[config.mk]
export PLATFORM = sky130hd
export DESIGN_NAME = battery_level_monitor
export DESIGN_NICKNAME = d
export VERILOG_FILES = /design/src/hdl/blm_pkg.sv /design/src/hdl/blm_front.sv /design/src/hdl/blm_queue.sv /design/src/hdl/blm_back.sv /design/src/hdl/battery_level_monitor.sv
export SDC_FILE = /design/constraint.sdc
export NUM_CORES = 1
export LEC_CHECK = 0
export BUFFER_PORTS_ARGS = -buffer_cell sky130_fd_sc_hd__buf_2
export CAP_MARGIN = 20
export CELL_PAD_IN_SITES_DETAIL_PLACEMENT = 0
export CELL_PAD_IN_SITES_GLOBAL_PLACEMENT = 1
export CORE_MARGIN = 2
export CORE_UTILIZATION = 52
export DETAILED_ROUTE_END_ITERATION = 8
export PLACE_DENSITY_LB_ADDON = 0.1
export RECOVER_POWER = 100
export SLEW_MARGIN = 10
export SYNTH_ARGS = -nofsm -noshare
export SYNTH_HDL_FRONTEND = slang
export SYNTH_SLANG_ARGS = --single-unit
[constraint.sdc]
create_clock -name clk -period 10.82 [get_ports clk]
set_input_delay 1.082 -clock clk [delete_from_list [all_inputs] [get_ports clk]]
set_output_delay 1.082 -clock clk [all_outputs]
set_load 0.02 [all_outputs]
[src/hdl/blm_pkg.sv]
// Package for the battery level monitor: widths, constants, config types and helpers.
package blm_pkg;

    localparam int SAMPLE_W = 12;
    localparam int MV_W = 16;
    localparam int LEVEL_W = 3;
    localparam int CFG_W = 16;
    localparam int CFG_IDX_W = 3;
    localparam int NUM_THR = 5;

    localparam int DEFAULT_SAMPLES_PER_WINDOW = 10;
    localparam int QUEUE_DEPTH = 4;

    localparam int MV_GAIN = 36381;
    localparam int MV_GAIN_W = 16;
    localparam int MV_OFFSET = 2216;
    localparam int MV_SHIFT = 12;
    localparam int MV_WRAP_W = 32;
    localparam int MV_STEP = 100;
    localparam int STEP_RECIP = (1 << MV_W) / MV_STEP;
    localparam int STEP_RECIP_W = $clog2(STEP_RECIP + 1);

    localparam logic [LEVEL_W-1:0] LEVEL_MAX = LEVEL_W'(5);

    localparam logic [CFG_W-1:0] THR0_RST = CFG_W'(3300);
    localparam logic [CFG_W-1:0] THR1_RST = CFG_W'(3500);
    localparam logic [CFG_W-1:0] THR2_RST = CFG_W'(3650);
    localparam logic [CFG_W-1:0] THR3_RST = CFG_W'(3800);
    localparam logic [CFG_W-1:0] THR4_RST = CFG_W'(3950);
    localparam logic [CFG_W-1:0] HYST_RST = CFG_W'(50);

    typedef enum logic [CFG_IDX_W-1:0] {
        REG_LEVEL0_THR,
        REG_LEVEL1_THR,
        REG_LEVEL2_THR,
        REG_LEVEL3_THR,
        REG_LEVEL4_THR,
        REG_HYST
    } cfg_idx_t;

    typedef struct packed {
        logic [NUM_THR-1:0][CFG_W-1:0] thr;
        logic [CFG_W-1:0]              hyst;
    } cfg_t;

    function automatic logic [CFG_W-1:0] thr_at(input cfg_t c, input logic [LEVEL_W-1:0] i);
        logic [CFG_W-1:0] t;
        begin
            unique case (i)
                LEVEL_W'(0): t = c.thr[0];
                LEVEL_W'(1): t = c.thr[1];
                LEVEL_W'(2): t = c.thr[2];
                LEVEL_W'(3): t = c.thr[3];
                LEVEL_W'(4): t = c.thr[4];
                default:     t = '0;
            endcase
            return t;
        end
    endfunction

endpackage

[src/hdl/blm_front.sv]
// Front end: accepts samples, skips the window head and accumulates the window sum.
module blm_front
    import blm_pkg::*;
#(
    parameter int SAMPLES_PER_WINDOW = DEFAULT_SAMPLES_PER_WINDOW,
    parameter int SUM_W = SAMPLE_W + $clog2(DEFAULT_SAMPLES_PER_WINDOW - 1)
)
(
    input  logic                clk,
    input  logic                rst_n,
    input  logic                in_valid,
    output logic                in_ready,
    input  logic [SAMPLE_W-1:0] sample,
    input  logic                q_full,
    output logic                q_push,
    output logic [SUM_W-1:0]    q_sum
);

    localparam int IDX_W = $clog2(SAMPLES_PER_WINDOW);
    localparam logic [IDX_W-1:0] LAST_IDX = IDX_W'(SAMPLES_PER_WINDOW - 1);
    localparam logic [IDX_W-1:0] FIRST_KEPT = IDX_W'(2);

    logic [IDX_W-1:0] idx_reg, idx_next;
    logic [SUM_W-1:0] sum_reg, sum_next;
    logic [SUM_W-1:0] sum_add;
    logic             accept;
    logic             last;

    assign in_ready = !q_full;
    assign accept   = in_valid && !q_full;
    assign last     = (idx_reg == LAST_IDX);
    assign sum_add  = (idx_reg >= FIRST_KEPT) ? sum_reg + SUM_W'(sample) : sum_reg;
    assign q_push   = accept && last;
    assign q_sum    = sum_add;

    always_comb
    begin
        idx_next = idx_reg;
        sum_next = sum_reg;
        if (accept)
        begin
            if (last)
            begin
                idx_next = '0;
                sum_next = '0;
            end
            else
            begin
                idx_next = idx_reg + IDX_W'(1);
                sum_next = sum_add;
            end
        end
    end

    always_ff @(posedge clk or negedge rst_n)
    begin
        if (!rst_n)
        begin
            idx_reg <= '0;
            sum_reg <= '0;
        end
        else
        begin
            idx_reg <= idx_next;
            sum_reg <= sum_next;
        end
    end

`ifndef ASSERT_OFF
    a_idx_range: assert property (@(posedge clk) disable iff (!rst_n)
        idx_reg <= LAST_IDX)
        else $error("window index out of range");
    a_head_sum_zero: assert property (@(posedge clk) disable iff (!rst_n)
        (idx_reg <= FIRST_KEPT) |-> (sum_reg == '0))
        else $error("sum not clear at window head");
    a_push_wraps: assert property (@(posedge clk) disable iff (!rst_n)
        q_push |=> (idx_reg == '0))
        else $error("index did not wrap after window close");
`endif

endmodule

[src/hdl/blm_queue.sv]
// Short queue of finished window sums between front and back.
module blm_queue
    import blm_pkg::*;
#(
    parameter int DATA_W = SAMPLE_W + $clog2(DEFAULT_SAMPLES_PER_WINDOW - 1)
)
(
    input  logic              clk,
    input  logic              rst_n,
    input  logic              push,
    input  logic [DATA_W-1:0] push_data,
    output logic              full,
    input  logic              pop,
    output logic [DATA_W-1:0] pop_data,
    output logic              empty
);

    localparam int PTR_W = $clog2(QUEUE_DEPTH);
    localparam int CNT_W = $clog2(QUEUE_DEPTH + 1);
    localparam logic [PTR_W-1:0] LAST_PTR = PTR_W'(QUEUE_DEPTH - 1);
    localparam logic [CNT_W-1:0] DEPTH_C = CNT_W'(QUEUE_DEPTH);

    logic [DATA_W-1:0] mem [QUEUE_DEPTH];
    logic [PTR_W-1:0]  wr_ptr_reg, wr_ptr_next;
    logic [PTR_W-1:0]  rd_ptr_reg, rd_ptr_next;
    logic [CNT_W-1:0]  cnt_reg, cnt_next;
    logic              do_push, do_pop;

    assign full     = (cnt_reg == DEPTH_C);
    assign empty    = (cnt_reg == '0);
    assign do_push  = push && !full;
    assign do_pop   = pop && !empty;
    assign pop_data = mem[rd_ptr_reg];

    always_comb
    begin
        wr_ptr_next = wr_ptr_reg;
        rd_ptr_next = rd_ptr_reg;
        cnt_next    = cnt_reg;
        if (do_push)
        begin
            wr_ptr_next = (wr_ptr_reg == LAST_PTR) ? '0 : wr_ptr_reg + PTR_W'(1);
        end
        if (do_pop)
        begin
            rd_ptr_next = (rd_ptr_reg == LAST_PTR) ? '0 : rd_ptr_reg + PTR_W'(1);
        end
        if (do_push && !do_pop)
        begin
            cnt_next = cnt_reg + CNT_W'(1);
        end
        else if (do_pop && !do_push)
        begin
            cnt_next = cnt_reg - CNT_W'(1);
        end
    end

    always_ff @(posedge clk)
    begin
        if (do_push)
        begin
            mem[wr_ptr_reg] <= push_data;
        end
    end

    always_ff @(posedge clk or negedge rst_n)
    begin
        if (!rst_n)
        begin
            wr_ptr_reg <= '0;
            rd_ptr_reg <= '0;
            cnt_reg    <= '0;
        end
        else
        begin
            wr_ptr_reg <= wr_ptr_next;
            rd_ptr_reg <= rd_ptr_next;
            cnt_reg    <= cnt_next;
        end
    end

`ifndef ASSERT_OFF
    a_cnt_range: assert property (@(posedge clk) disable iff (!rst_n)
        cnt_reg <= DEPTH_C)
        else $error("queue count overflow");
    a_no_push_full: assert property (@(posedge clk) disable iff (!rst_n)
        !(push && full))
        else $error("push into full queue");
    a_ptr_match: assert property (@(posedge clk) disable iff (!rst_n)
        (empty || full) |-> (wr_ptr_reg == rd_ptr_reg))
        else $error("queue pointers inconsistent with count");
`endif

endmodule

[src/hdl/blm_back.sv]
// Back end: rounded average, millivolt conversion, 100 mV truncation and level classification.
module blm_back
    import blm_pkg::*;
#(
    parameter int SAMPLES_PER_WINDOW = DEFAULT_SAMPLES_PER_WINDOW,
    parameter int SUM_W = SAMPLE_W + $clog2(DEFAULT_SAMPLES_PER_WINDOW - 1)
)
(
    input  logic               clk,
    input  logic               rst_n,
    input  cfg_t               cfg,
    input  logic               q_empty,
    input  logic [SUM_W-1:0]   q_sum,
    output logic               q_pop,
    output logic               out_valid,
    input  logic               out_ready,
    output logic [MV_W-1:0]    voltage_mv,
    output logic [LEVEL_W-1:0] level
);

    localparam int COUNT = SAMPLES_PER_WINDOW - 2;
    localparam int HALF = COUNT / 2;
    localparam int XW = SUM_W + 1;
    localparam int RW = XW + 1;
    localparam int PW = XW + RW;
    localparam logic [RW-1:0] RECIP_C = RW'((64'd1 << XW) / COUNT);
    localparam int MUL_W = SAMPLE_W + MV_GAIN_W;
    localparam int P100_W = MV_W + STEP_RECIP_W;
    localparam int Q100_W = P100_W - MV_W;
    localparam int STAGES = 5;

    logic                 en;
    logic [STAGES-1:0]    vld_reg, vld_next;

    logic [XW-1:0]        x1;
    logic [PW-1:0]        prod1;
    logic [XW-1:0]        x_reg;
    logic [PW-1:0]        prod_reg;

    logic [RW-1:0]        q0;
    logic [XW-1:0]        qc0;
    logic [XW-1:0]        r0;
    logic [SAMPLE_W-1:0]  avg2;
    logic [SAMPLE_W-1:0]  avg_reg;

    logic [MUL_W-1:0]     t3;
    logic [MUL_W-1:0]     t_reg;

    logic [MV_WRAP_W-1:0] diff4;
    logic [MV_W-1:0]      mv4;
    logic [P100_W-1:0]    p4;
    logic [MV_W-1:0]      mv4_reg;
    logic [P100_W-1:0]    p_reg;

    logic [Q100_W-1:0]    q5;
    logic [MV_W-1:0]      qc5;
    logic [MV_W-1:0]      r5;
    logic [MV_W-1:0]      a5;
    logic [MV_W-1:0]      mv5_reg;
    logic [MV_W-1:0]      a_reg;

    logic [LEVEL_W-1:0]   band;
    logic [LEVEL_W-1:0]   lvl6;
    logic [CFG_W-1:0]     thr_hi;
    logic [CFG_W-1:0]     thr_lo;

    logic                 out_v_reg, out_v_next;
    logic [MV_W-1:0]      out_mv_reg;
    logic [LEVEL_W-1:0]   out_lvl_reg;
    logic [LEVEL_W-1:0]   prev_reg, prev_next;

    assign en       = !(out_v_reg && !out_ready);
    assign q_pop    = en && !q_empty;
    assign vld_next = {vld_reg[STAGES-2:0], q_pop};

    // window average: reciprocal estimate, then one correction step
    assign x1    = XW'(q_sum) + XW'(HALF);
    assign prod1 = PW'(x1) * PW'(RECIP_C);

    assign q0   = prod_reg[PW-1:XW];
    assign qc0  = XW'(PW'(q0) * PW'(COUNT));
    assign r0   = x_reg - qc0;
    assign avg2 = SAMPLE_W'(q0) + SAMPLE_W'(r0 >= XW'(COUNT));

    assign t3 = MUL_W'(avg_reg) * MUL_W'(MV_GAIN);

    assign diff4 = MV_WRAP_W'(t_reg) - MV_WRAP_W'(MV_OFFSET);
    assign mv4   = diff4[MV_SHIFT +: MV_W];
    assign p4    = P100_W'(mv4) * P100_W'(STEP_RECIP);

    // truncate to a 100 mV step
    assign q5  = p_reg[P100_W-1:MV_W];
    assign qc5 = MV_W'(MV_W'(q5) * MV_W'(MV_STEP));
    assign r5  = mv4_reg - qc5;
    assign a5  = (r5 >= MV_W'(MV_STEP)) ? qc5 + MV_W'(MV_STEP) : qc5;

    always_comb
    begin
        band = '0;
        for (int b = 0; b < NUM_THR; b++)
        begin
            if (a_reg >= cfg.thr[b])
            begin
                band = LEVEL_W'(b + 1);
            end
        end
    end

    assign thr_hi = thr_at(cfg, band);
    assign thr_lo = thr_at(cfg, band - LEVEL_W'(1));

    always_comb
    begin
        priority if (band < LEVEL_MAX && prev_reg == band + LEVEL_W'(1))
        begin
            lvl6 = ({1'b0, a_reg} + {1'b0, cfg.hyst} < {1'b0, thr_hi}) ? band : prev_reg;
        end
        else if (band > '0 && prev_reg == band - LEVEL_W'(1))
        begin
            lvl6 = ({1'b0, a_reg} >= {1'b0, thr_lo} + {1'b0, cfg.hyst}) ? band : prev_reg;
        end
        else
        begin
            lvl6 = band;
        end
    end

    always_comb
    begin
        out_v_next = out_v_reg && !out_ready;
        prev_next  = prev_reg;
        if (en)
        begin
            out_v_next = vld_reg[STAGES-1];
            if (vld_reg[STAGES-1])
            begin
                prev_next = lvl6;
            end
        end
    end

    always_ff @(posedge clk)
    begin
        if (en)
        begin
            x_reg       <= x1;
            prod_reg    <= prod1;
            avg_reg     <= avg2;
            t_reg       <= t3;
            mv4_reg     <= mv4;
            p_reg       <= p4;
            mv5_reg     <= mv4_reg;
            a_reg       <= a5;
            out_mv_reg  <= mv5_reg;
            out_lvl_reg <= lvl6;
        end
    end

    always_ff @(posedge clk or negedge rst_n)
    begin
        if (!rst_n)
        begin
            vld_reg   <= '0;
            out_v_reg <= 1'b0;
            prev_reg  <= LEVEL_MAX;
        end
        else
        begin
            if (en)
            begin
                vld_reg <= vld_next;
            end
            out_v_reg <= out_v_next;
            prev_reg  <= prev_next;
        end
    end

    assign out_valid  = out_v_reg;
    assign voltage_mv = out_mv_reg;
    assign level      = out_lvl_reg;

`ifndef ASSERT_OFF
    a_prev_range: assert property (@(posedge clk) disable iff (!rst_n)
        prev_reg <= LEVEL_MAX)
        else $error("previous level out of range");
    a_out_is_prev: assert property (@(posedge clk) disable iff (!rst_n)
        out_v_reg |-> (out_lvl_reg == prev_reg))
        else $error("held level differs from stored previous level");
    a_stall_holds_prev: assert property (@(posedge clk) disable iff (!rst_n)
        (out_v_reg && !out_ready) |=> $stable(prev_reg))
        else $error("previous level changed during stall");
    a_no_pop_stall: assert property (@(posedge clk) disable iff (!rst_n)
        (out_v_reg && !out_ready) |-> !q_pop)
        else $error("queue popped while output stalled");
`endif

endmodule

[src/hdl/battery_level_monitor.sv]
// Top level of the battery level monitor: ports, config registers, front/queue/back.
//
//  channel  dir  handshake          payload
//  s_*      in   s_tvalid/s_tready  s_tdata[11:0] sample
//  m_*      out  m_tvalid/m_tready  m_tdata[15:0] voltage_mv, [18:16] level
//  cfg_*    in   cfg_we             cfg_index selects register, cfg_data value
//
// One sample request accepted per cycle; s_tready drops only when the window queue is full.
// A result becomes valid once the last sample of a window passes the queue, 5 stages and the output reg.
// Throughput set by the front accumulator: one sample per clock while the queue is not full, one result per window.
// Reset: window index and sum cleared, previous level 5, registers to defaults.
// A stalled result holds the back pipeline; the front keeps accepting into the queue until it is full.
module battery_level_monitor
    import blm_pkg::*;
#(
    parameter int SAMPLES_PER_WINDOW = DEFAULT_SAMPLES_PER_WINDOW
)
(
    input  logic                 clk,
    input  logic                 rst_n,
    input  logic                 s_tvalid,
    output logic                 s_tready,
    input  logic [15:0]          s_tdata,   // [11:0] sample
    output logic                 m_tvalid,
    input  logic                 m_tready,
    output logic [23:0]          m_tdata,   // [15:0] voltage_mv, [18:16] level
    input  logic                 cfg_we,
    input  logic [CFG_IDX_W-1:0] cfg_index,
    input  logic [CFG_W-1:0]     cfg_data
);

    localparam int SUM_W = SAMPLE_W + $clog2(SAMPLES_PER_WINDOW - 1);

    cfg_t               cfg_reg;
    logic               q_push;
    logic [SUM_W-1:0]   q_push_data;
    logic               q_full;
    logic               q_pop;
    logic [SUM_W-1:0]   q_pop_data;
    logic               q_empty;
    logic [MV_W-1:0]    voltage_mv;
    logic [LEVEL_W-1:0] level;

    always_ff @(posedge clk or negedge rst_n)
    begin
        if (!rst_n)
        begin
            cfg_reg.thr[0] <= THR0_RST;
            cfg_reg.thr[1] <= THR1_RST;
            cfg_reg.thr[2] <= THR2_RST;
            cfg_reg.thr[3] <= THR3_RST;
            cfg_reg.thr[4] <= THR4_RST;
            cfg_reg.hyst   <= HYST_RST;
        end
        else if (cfg_we)
        begin
            unique case (cfg_idx_t'(cfg_index))
                REG_LEVEL0_THR: cfg_reg.thr[0] <= cfg_data;
                REG_LEVEL1_THR: cfg_reg.thr[1] <= cfg_data;
                REG_LEVEL2_THR: cfg_reg.thr[2] <= cfg_data;
                REG_LEVEL3_THR: cfg_reg.thr[3] <= cfg_data;
                REG_LEVEL4_THR: cfg_reg.thr[4] <= cfg_data;
                REG_HYST:       cfg_reg.hyst   <= cfg_data;
                default:        cfg_reg        <= cfg_reg;
            endcase
        end
    end

    blm_front #(
        .SAMPLES_PER_WINDOW(SAMPLES_PER_WINDOW),
        .SUM_W(SUM_W)
    ) u_front (
        .clk(clk),
        .rst_n(rst_n),
        .in_valid(s_tvalid),
        .in_ready(s_tready),
        .sample(s_tdata[SAMPLE_W-1:0]),
        .q_full(q_full),
        .q_push(q_push),
        .q_sum(q_push_data)
    );

    blm_queue #(
        .DATA_W(SUM_W)
    ) u_queue (
        .clk(clk),
        .rst_n(rst_n),
        .push(q_push),
        .push_data(q_push_data),
        .full(q_full),
        .pop(q_pop),
        .pop_data(q_pop_data),
        .empty(q_empty)
    );

    blm_back #(
        .SAMPLES_PER_WINDOW(SAMPLES_PER_WINDOW),
        .SUM_W(SUM_W)
    ) u_back (
        .clk(clk),
        .rst_n(rst_n),
        .cfg(cfg_reg),
        .q_empty(q_empty),
        .q_sum(q_pop_data),
        .q_pop(q_pop),
        .out_valid(m_tvalid),
        .out_ready(m_tready),
        .voltage_mv(voltage_mv),
        .level(level)
    );

    assign m_tdata = {5'b0, level, voltage_mv};

endmodule
==> results by group, run 1 <==
Yosys
  – YS warnings: 0
  – Synth area leaders: edfxtp_1 (22%), ha_1 (20%), dfrtp_1 (9.6%)
  – Synth cell types: 84
  – Top cells by count, synth: ha_1 (386), inv_1 (274), nand2_1 (177)
  – Yosys top cell area share: between 20 and 25%
  – Leading cell type by number of instances after synthesis: ha_1
  – Dominant cell type by area after synthesis: edfxtp_1
  – Most used flip-flop cell after synthesis: edfxtp_1
  – Avg Cell Area, Syn: 10.8 µm²
  – Cell Area, Synth: roughly 0.024 mm²
  – Ys async rst share: 42.7%
  – EDFF count, synth: 176
  – Synth Register Bits: 307
  – Mapped Cells: 2224
  – Register area share after synthesis: 35.9%

Run
  – Maximum Capacitance Violations: 11

Timing
  – Final setup fails: 0
  – Worst-Margin Slew: 3.85 ns
  – Fin crit period: 9.72 ns
  – Clk_skew: ~0.03 ns
  – Max Fclk: 0.103 GHz
  – Setup tns final: 0 ns
  – Final number of hold-violating endpoints: 0
  – RSZ-0062 raised after global routing: false
  – Fin crit share: between 80% and 90%
  – Max_slew headroom: -157%
  – Max-slew violations: 414

Clock tree
  – CTS tree: done
  – Hold-fix buffers, CTS: 0
  – CTS resizes: 0
  – Root buffer cell: clkbuf_16
  – Clock slew at reported path FFs: 0.06 ns
  – TritonCTS Buffers: 37
  – # clock sinks: 307
  – Clock Tree Buf Depth: 3
  – Setup bufs post-CTS: 0
  – Latest clock arrival within the worst-skew pair: between 0.5 and 0.6 ns
  – H-tree depth: 2

Global routing
  – First-pass GRT wire length: 91500 µm
  – Global Route Usage Sum: 24.9%
  – Initial antenna violation count: 1
  – Largest net degree at the start of global routing: 78
  – Vias in the first global route: 16600
  – Total gr overflow: 0

Floorplanning
  – Site Rows: 78
  – Starting Density: 52.7%
  – # IOs: 66
  – Die area: 0.0479 mm²
  – Core area: roughly 0.045 mm²
  – Die H: 219 µm
  – Die extent in x: approximately 220 µm

Critical path
  – Setup CP Type: flop to flop
  – CP Buf/Inv Count: 3
  – Worst path most repeated cell: a21oi_1
  – Worst path required time: 11.25 ns
  – Slowest CP cell: and2_1
  – Worst Setup End Kind: flop
  – Delay-heaviest family, CP: compound AO/OA/AOI/OAI gates
  – Highest net fanout along the worst path: 16
  – CP startpoint kind: flop
  – Critical Path AT: 10.16 ns
  – Critical Path Max Stage Delay: 0.89 ns

Layout
  – FILL cells: 3980
  – Final #Nets: 2821
  – P&R area growth vs syn: 8.85%
  – Layout cells sized above 1: between 10% and 20%
  – Max reg flops: 96

Status
  – Outcome: finished, violations left
  – Violated checks: max-capacitance violations, max-slew violations

Drt
  – Vias/cell: 5.71
  – DRT Pass-1 Iters: 7
  – Drt drc: 0
  – Via count: 16700
  – WL/cell: 19.8 µm
  – Detailed Route Iter0 Violations: ~1200
  – DRT Wirelength: just under 60000 µm
  – Post-route ant nets: 0

Hold path
  – Hold Path Class: flop to flop

Placement
  – Dpl hpwl: 43300 µm
  – IO Port Bufs: 56
  – Placer congestion estimate: 0.898
-- path summary, 6_finish.rpt --
| check | from | end | slack [ns] | cells past startpoint |
|---|---|---|---|---|
| worst min register to register | u_back.x_reg[9] | u_back.avg_reg[6] | 0.42 | 0 |
| worst max register to register | cfg_reg[18] | u_back.prev_reg[1] | 1.10 | 36 |
| max in group asynchronous | rst_n | cfg_reg[0] | 3.86 | 3 |
| min in group asynchronous | rst_n | u_front.sum_reg[3] | 1.88 | 1 |
| worst min-delay path | u_back.x_reg[9] | u_back.avg_reg[6] | 0.42 | 0 |
| worst max-delay path | cfg_reg[18] | u_back.prev_reg[1] | 1.10 | 36 |
-- metal layers --
metal  global-route usage (%)  routed length (µm)  vias up
li1                         -                   -     8060
met1                     34.9               26700     8167
met2                     39.7               26300      371
met3                     3.73                3240       92
met4                     8.56                1790        2
met5                        0                  11        -
-- worst reg2reg max path, delay by kind of cell (launching register included) --
kind | cells | cell delay, ns
fa+ha+maj | 5 | 1.42
simple gates | 7 | 2.05
buf+inv | 3 | 0.41
xor+xnor | 2 | 0.52
mux | 1 | 0.42
flops | 1 | 0.55
compound gates | 18 | 4.25
-- layout make-up --
type | count | area [µm²] | share of cell area (%)
Antenna cell | 1 | 2.50 | 0.00958
Inverter | 274 | 1030 | 3.94
Sequential cell | 307 | 8610 | 33.0
Clock buffer | 43 | 988 | 3.79
Timing Repair Buffer | 77 | 374 | 1.43
Tap cell | 600 | 751 | 2.88
Multi-Input combinational cell | 1596 | 14100 | 54.0
Clock inverter | 24 | 268 | 1.03
-- cell usage in the layout, fill, tap and decap left out, types with 28 or more instances in the layout --
cell type	netlist	routed
ha_1	386	386
inv_1	274	274
nand2_1	177	177
edfxtp_1	176	176
o21ai_0	124	124
a21oi_1	107	107
fa_1	102	102
dfrtp_1	92	92
nor2_1	82	81
xnor2_1	77	77
xor2_1	54	54
mux2_2	48	47
dfstp_2	39	38
clkbuf_16	0	37
clkbuf_1	42	36
buf_2	0	32
nor3_1	27	30
a21o_1	28	28
nand3_1	28	28
-- cell families after synthesis --
family                   count (synthesis)  synth area share [%]
AND/OR/NAND/NOR                        457                  9.34
other                                    1                0.0156
flip-flops                             307                  35.9
multiplexers                            65                  3.66
buffers and inverters                  325                  5.22
XOR/XNOR                               132                  4.88
adder cells (fa/ha/maj)                488                  28.6
AO/OA/AOI/OAI                          449                  12.3
-- stage by stage --
step	cells	setup WS, ns	utilization [%]	hold slack (ns)	cell area, µm²
after floorplan	2228	3.18	-	0.400	24000
after global placement	2849	1.53	54.9	0.401	25000
after detailed placement	2852	1.43	54.9	0.405	25000
after CTS	2919	1.38	57.7	0.419	26200
after global routing	2921	0.582	57.4	0.421	26100
final	2922	1.10	57.4	0.417	26100
Power of run 1 is not shown: default switching activity piles up to over one toggle a cycle in this logic, so the estimate is an artifact.
==> run 2, diff against run 1 <==
CORE_ASPECT_RATIO = 1.2   (was unset)
==> results by group, run 2 (synthesized netlist as in run 1, its figures left out) <==
Clock tree
  – # clock sinks: around 310
  – Clock slew at reported path FFs: 0.06 ns
  – Clock Tree Buf Depth: 3
  – Hold-fix buffers, CTS: 0
  – Setup bufs post-CTS: 0
  – CTS tree: done
  – Latest clock arrival within the worst-skew pair: ~0.57 ns
  – CTS resizes: 0
  – H-tree depth: 2
  – Root buffer cell: clkbuf_16
  – TritonCTS Buffers: 36

Layout
  – P&R area growth vs syn: 8.91%
  – Final #Nets: roughly 2800
  – Max reg flops: 96
  – Flip-flop and latch area: ~0.0086 mm²
  – Final Cell Area: 0.0261 mm²
  – Most common cell after layout, fill and taps aside: ha_1
  – Area of the multi-input gates: roughly 0.014 mm²
  – FILL cells: 3956
  – Most frequent cells in the layout: ha_1 (386), inv_1 (274), nand2_1 (177), edfxtp_1 (176), o21ai_0 (124)
  – Layout cells sized above 1: 10.2%

Timing
  – Final setup fails: 0
  – Fin crit period: 9.55 ns
  – WHS: about 0.42 ns
  – Worst-Margin Slew: 3.80 ns
  – Max_slew headroom: -154%
  – Max-slew violations: 337
  – RSZ-0062 raised after global routing: false
  – Max Fclk: approximately 0.10 GHz
  – Final number of hold-violating endpoints: 0
  – Final worst slack: 1.27 ns
  – Fin crit share: around nine tenths
  – Clk_skew: 0.0198 ns
  – Setup tns final: 0 ns

Floorplanning
  – Die H: 239 µm
  – Site Rows: 86
  – Die area: roughly 0.048 mm²
  – Core area: 0.0457 mm²
  – # IOs: 66
  – Starting Density: 52.5%
  – Die extent in x: 200 µm

Global routing
  – First-pass GRT wire length: 90500 µm
  – Met2 usage in global routing: 45.7%
  – Vias in the first global route: 17100
  – Global Route Usage Sum: roughly 25%
  – Grt peak-use layer: met2
  – Met1 Track Usage GR: 28.6%
  – Total gr overflow: 0
  – GR Layer Usage met3: 2.77%
  – Initial antenna violation count: 0
  – Largest net degree at the start of global routing: 70

Placement
  – Dpl hpwl: around 44000 µm
  – IO Port Bufs: 56
  – Dpl ws: 1.41 ns
  – Placed Area: roughly 0.025 mm²
  – Placer congestion estimate: 0.904

Drt
  – Detailed Route Iter0 Violations: 722
  – WL/cell: 19.2 µm
  – DRT Pass-1 Iters: 8
  – Via count: 16500
  – Drt drc: 0
  – Post-route ant nets: 0
  – Vias/cell: 5.61
  – DRT Wirelength: around 56000 µm

Critical path
  – Worst path required time: 11.26 ns
  – CP startpoint kind: flop
  – Reg2Reg Launch Point: u_back.a_reg[2]
  – Setup CP Type: flop to flop
  – R2R cell count: 35
  – Critical Path AT: 9.98 ns
  – Slowest CP cell: nor2b_1
  – Critical Path Max Stage Delay: 0.92 ns
  – Highest net fanout along the worst path: 11
  – R2r setup slk: approximately 1.3 ns
  – End of the worst register-to-register path: u_back.prev_reg[1]
  – Worst Setup End Kind: flop
  – Worst path most repeated cell: a21oi_1

Hold path
  – Min-delay src: u_back.x_reg[12]
  – Hold Path Class: flop to flop
  – WHS Path Cells: 0
  – Hold worst-path end: u_back.avg_reg[9]

Status
  – Violated checks: max-capacitance violations, max-slew violations
  – Outcome: finished, violations left

Run
  – Maximum Capacitance Violations: 7
-- run 2: changes by cell type in the layout (fill, tap and decap cells not counted), moves of 2 or more --
cell,change
clkbuf_1,+9
clkinv_4,-2
clkbuf_8,-2
clkinvlp_4,+3
clkinv_1,-5
inv_6,-2
-- run 2: layout make-up --
class                      count  area share [%]
multi-input combinational   1596            53.9
sequential                   307            33.0
inverter                     274            3.94
clock buffer                  46            3.75
tap                          616            2.95
timing repair buffer          80            1.45
clock inverter                20            1.02
antenna                        1         0.00958
-- run 2: critical path, delay by kind of cell, from the launching register on --
family,cells,cell delay [ns]
compound gates,18,4.32
simple gates,7,2.11
fa+ha+maj,5,1.44
flops,1,0.53
mux,1,0.40
xor+xnor,2,0.34
buf+inv,2,0.27
-- run 2: layer usage --
layer / part of all wire (%) / vias to the layer above
met5: 0 / -
met4: 4.4 / 0
met3: 3.6 / 124
met2: 52 / 322
met1: 40 / 7994
li1: - / 8066
-- run 2: worst max path at each step --
stage	cells after the start	to	slack, ns	startpoint
2_1_floorplan	38	u_back.prev_reg[1]	3.18	cfg_reg[86]
3_3_place_gp	34	u_back.prev_reg[1]	1.58	cfg_reg[18]
3_5_place_dp	35	u_back.prev_reg[1]	1.41	u_back.a_reg[2]
4_1_cts	36	u_back.prev_reg[1]	1.37	cfg_reg[18]
5_1_grt	35	u_back.prev_reg[1]	0.62	u_back.a_reg[2]
6_report	35	u_back.prev_reg[1]	1.27	u_back.a_reg[2]
-- run 2: metrics by stage --
step	utilization [%]	cells
2_1_floorplan	-	2228
3_3_place_gp	54.7	2871
3_5_place_dp	54.7	2872
4_1_cts	57.4	2938
5_1_grt	57.1	2939
6_report	57.1	2940
Power of run 2 is left out for the same reason.
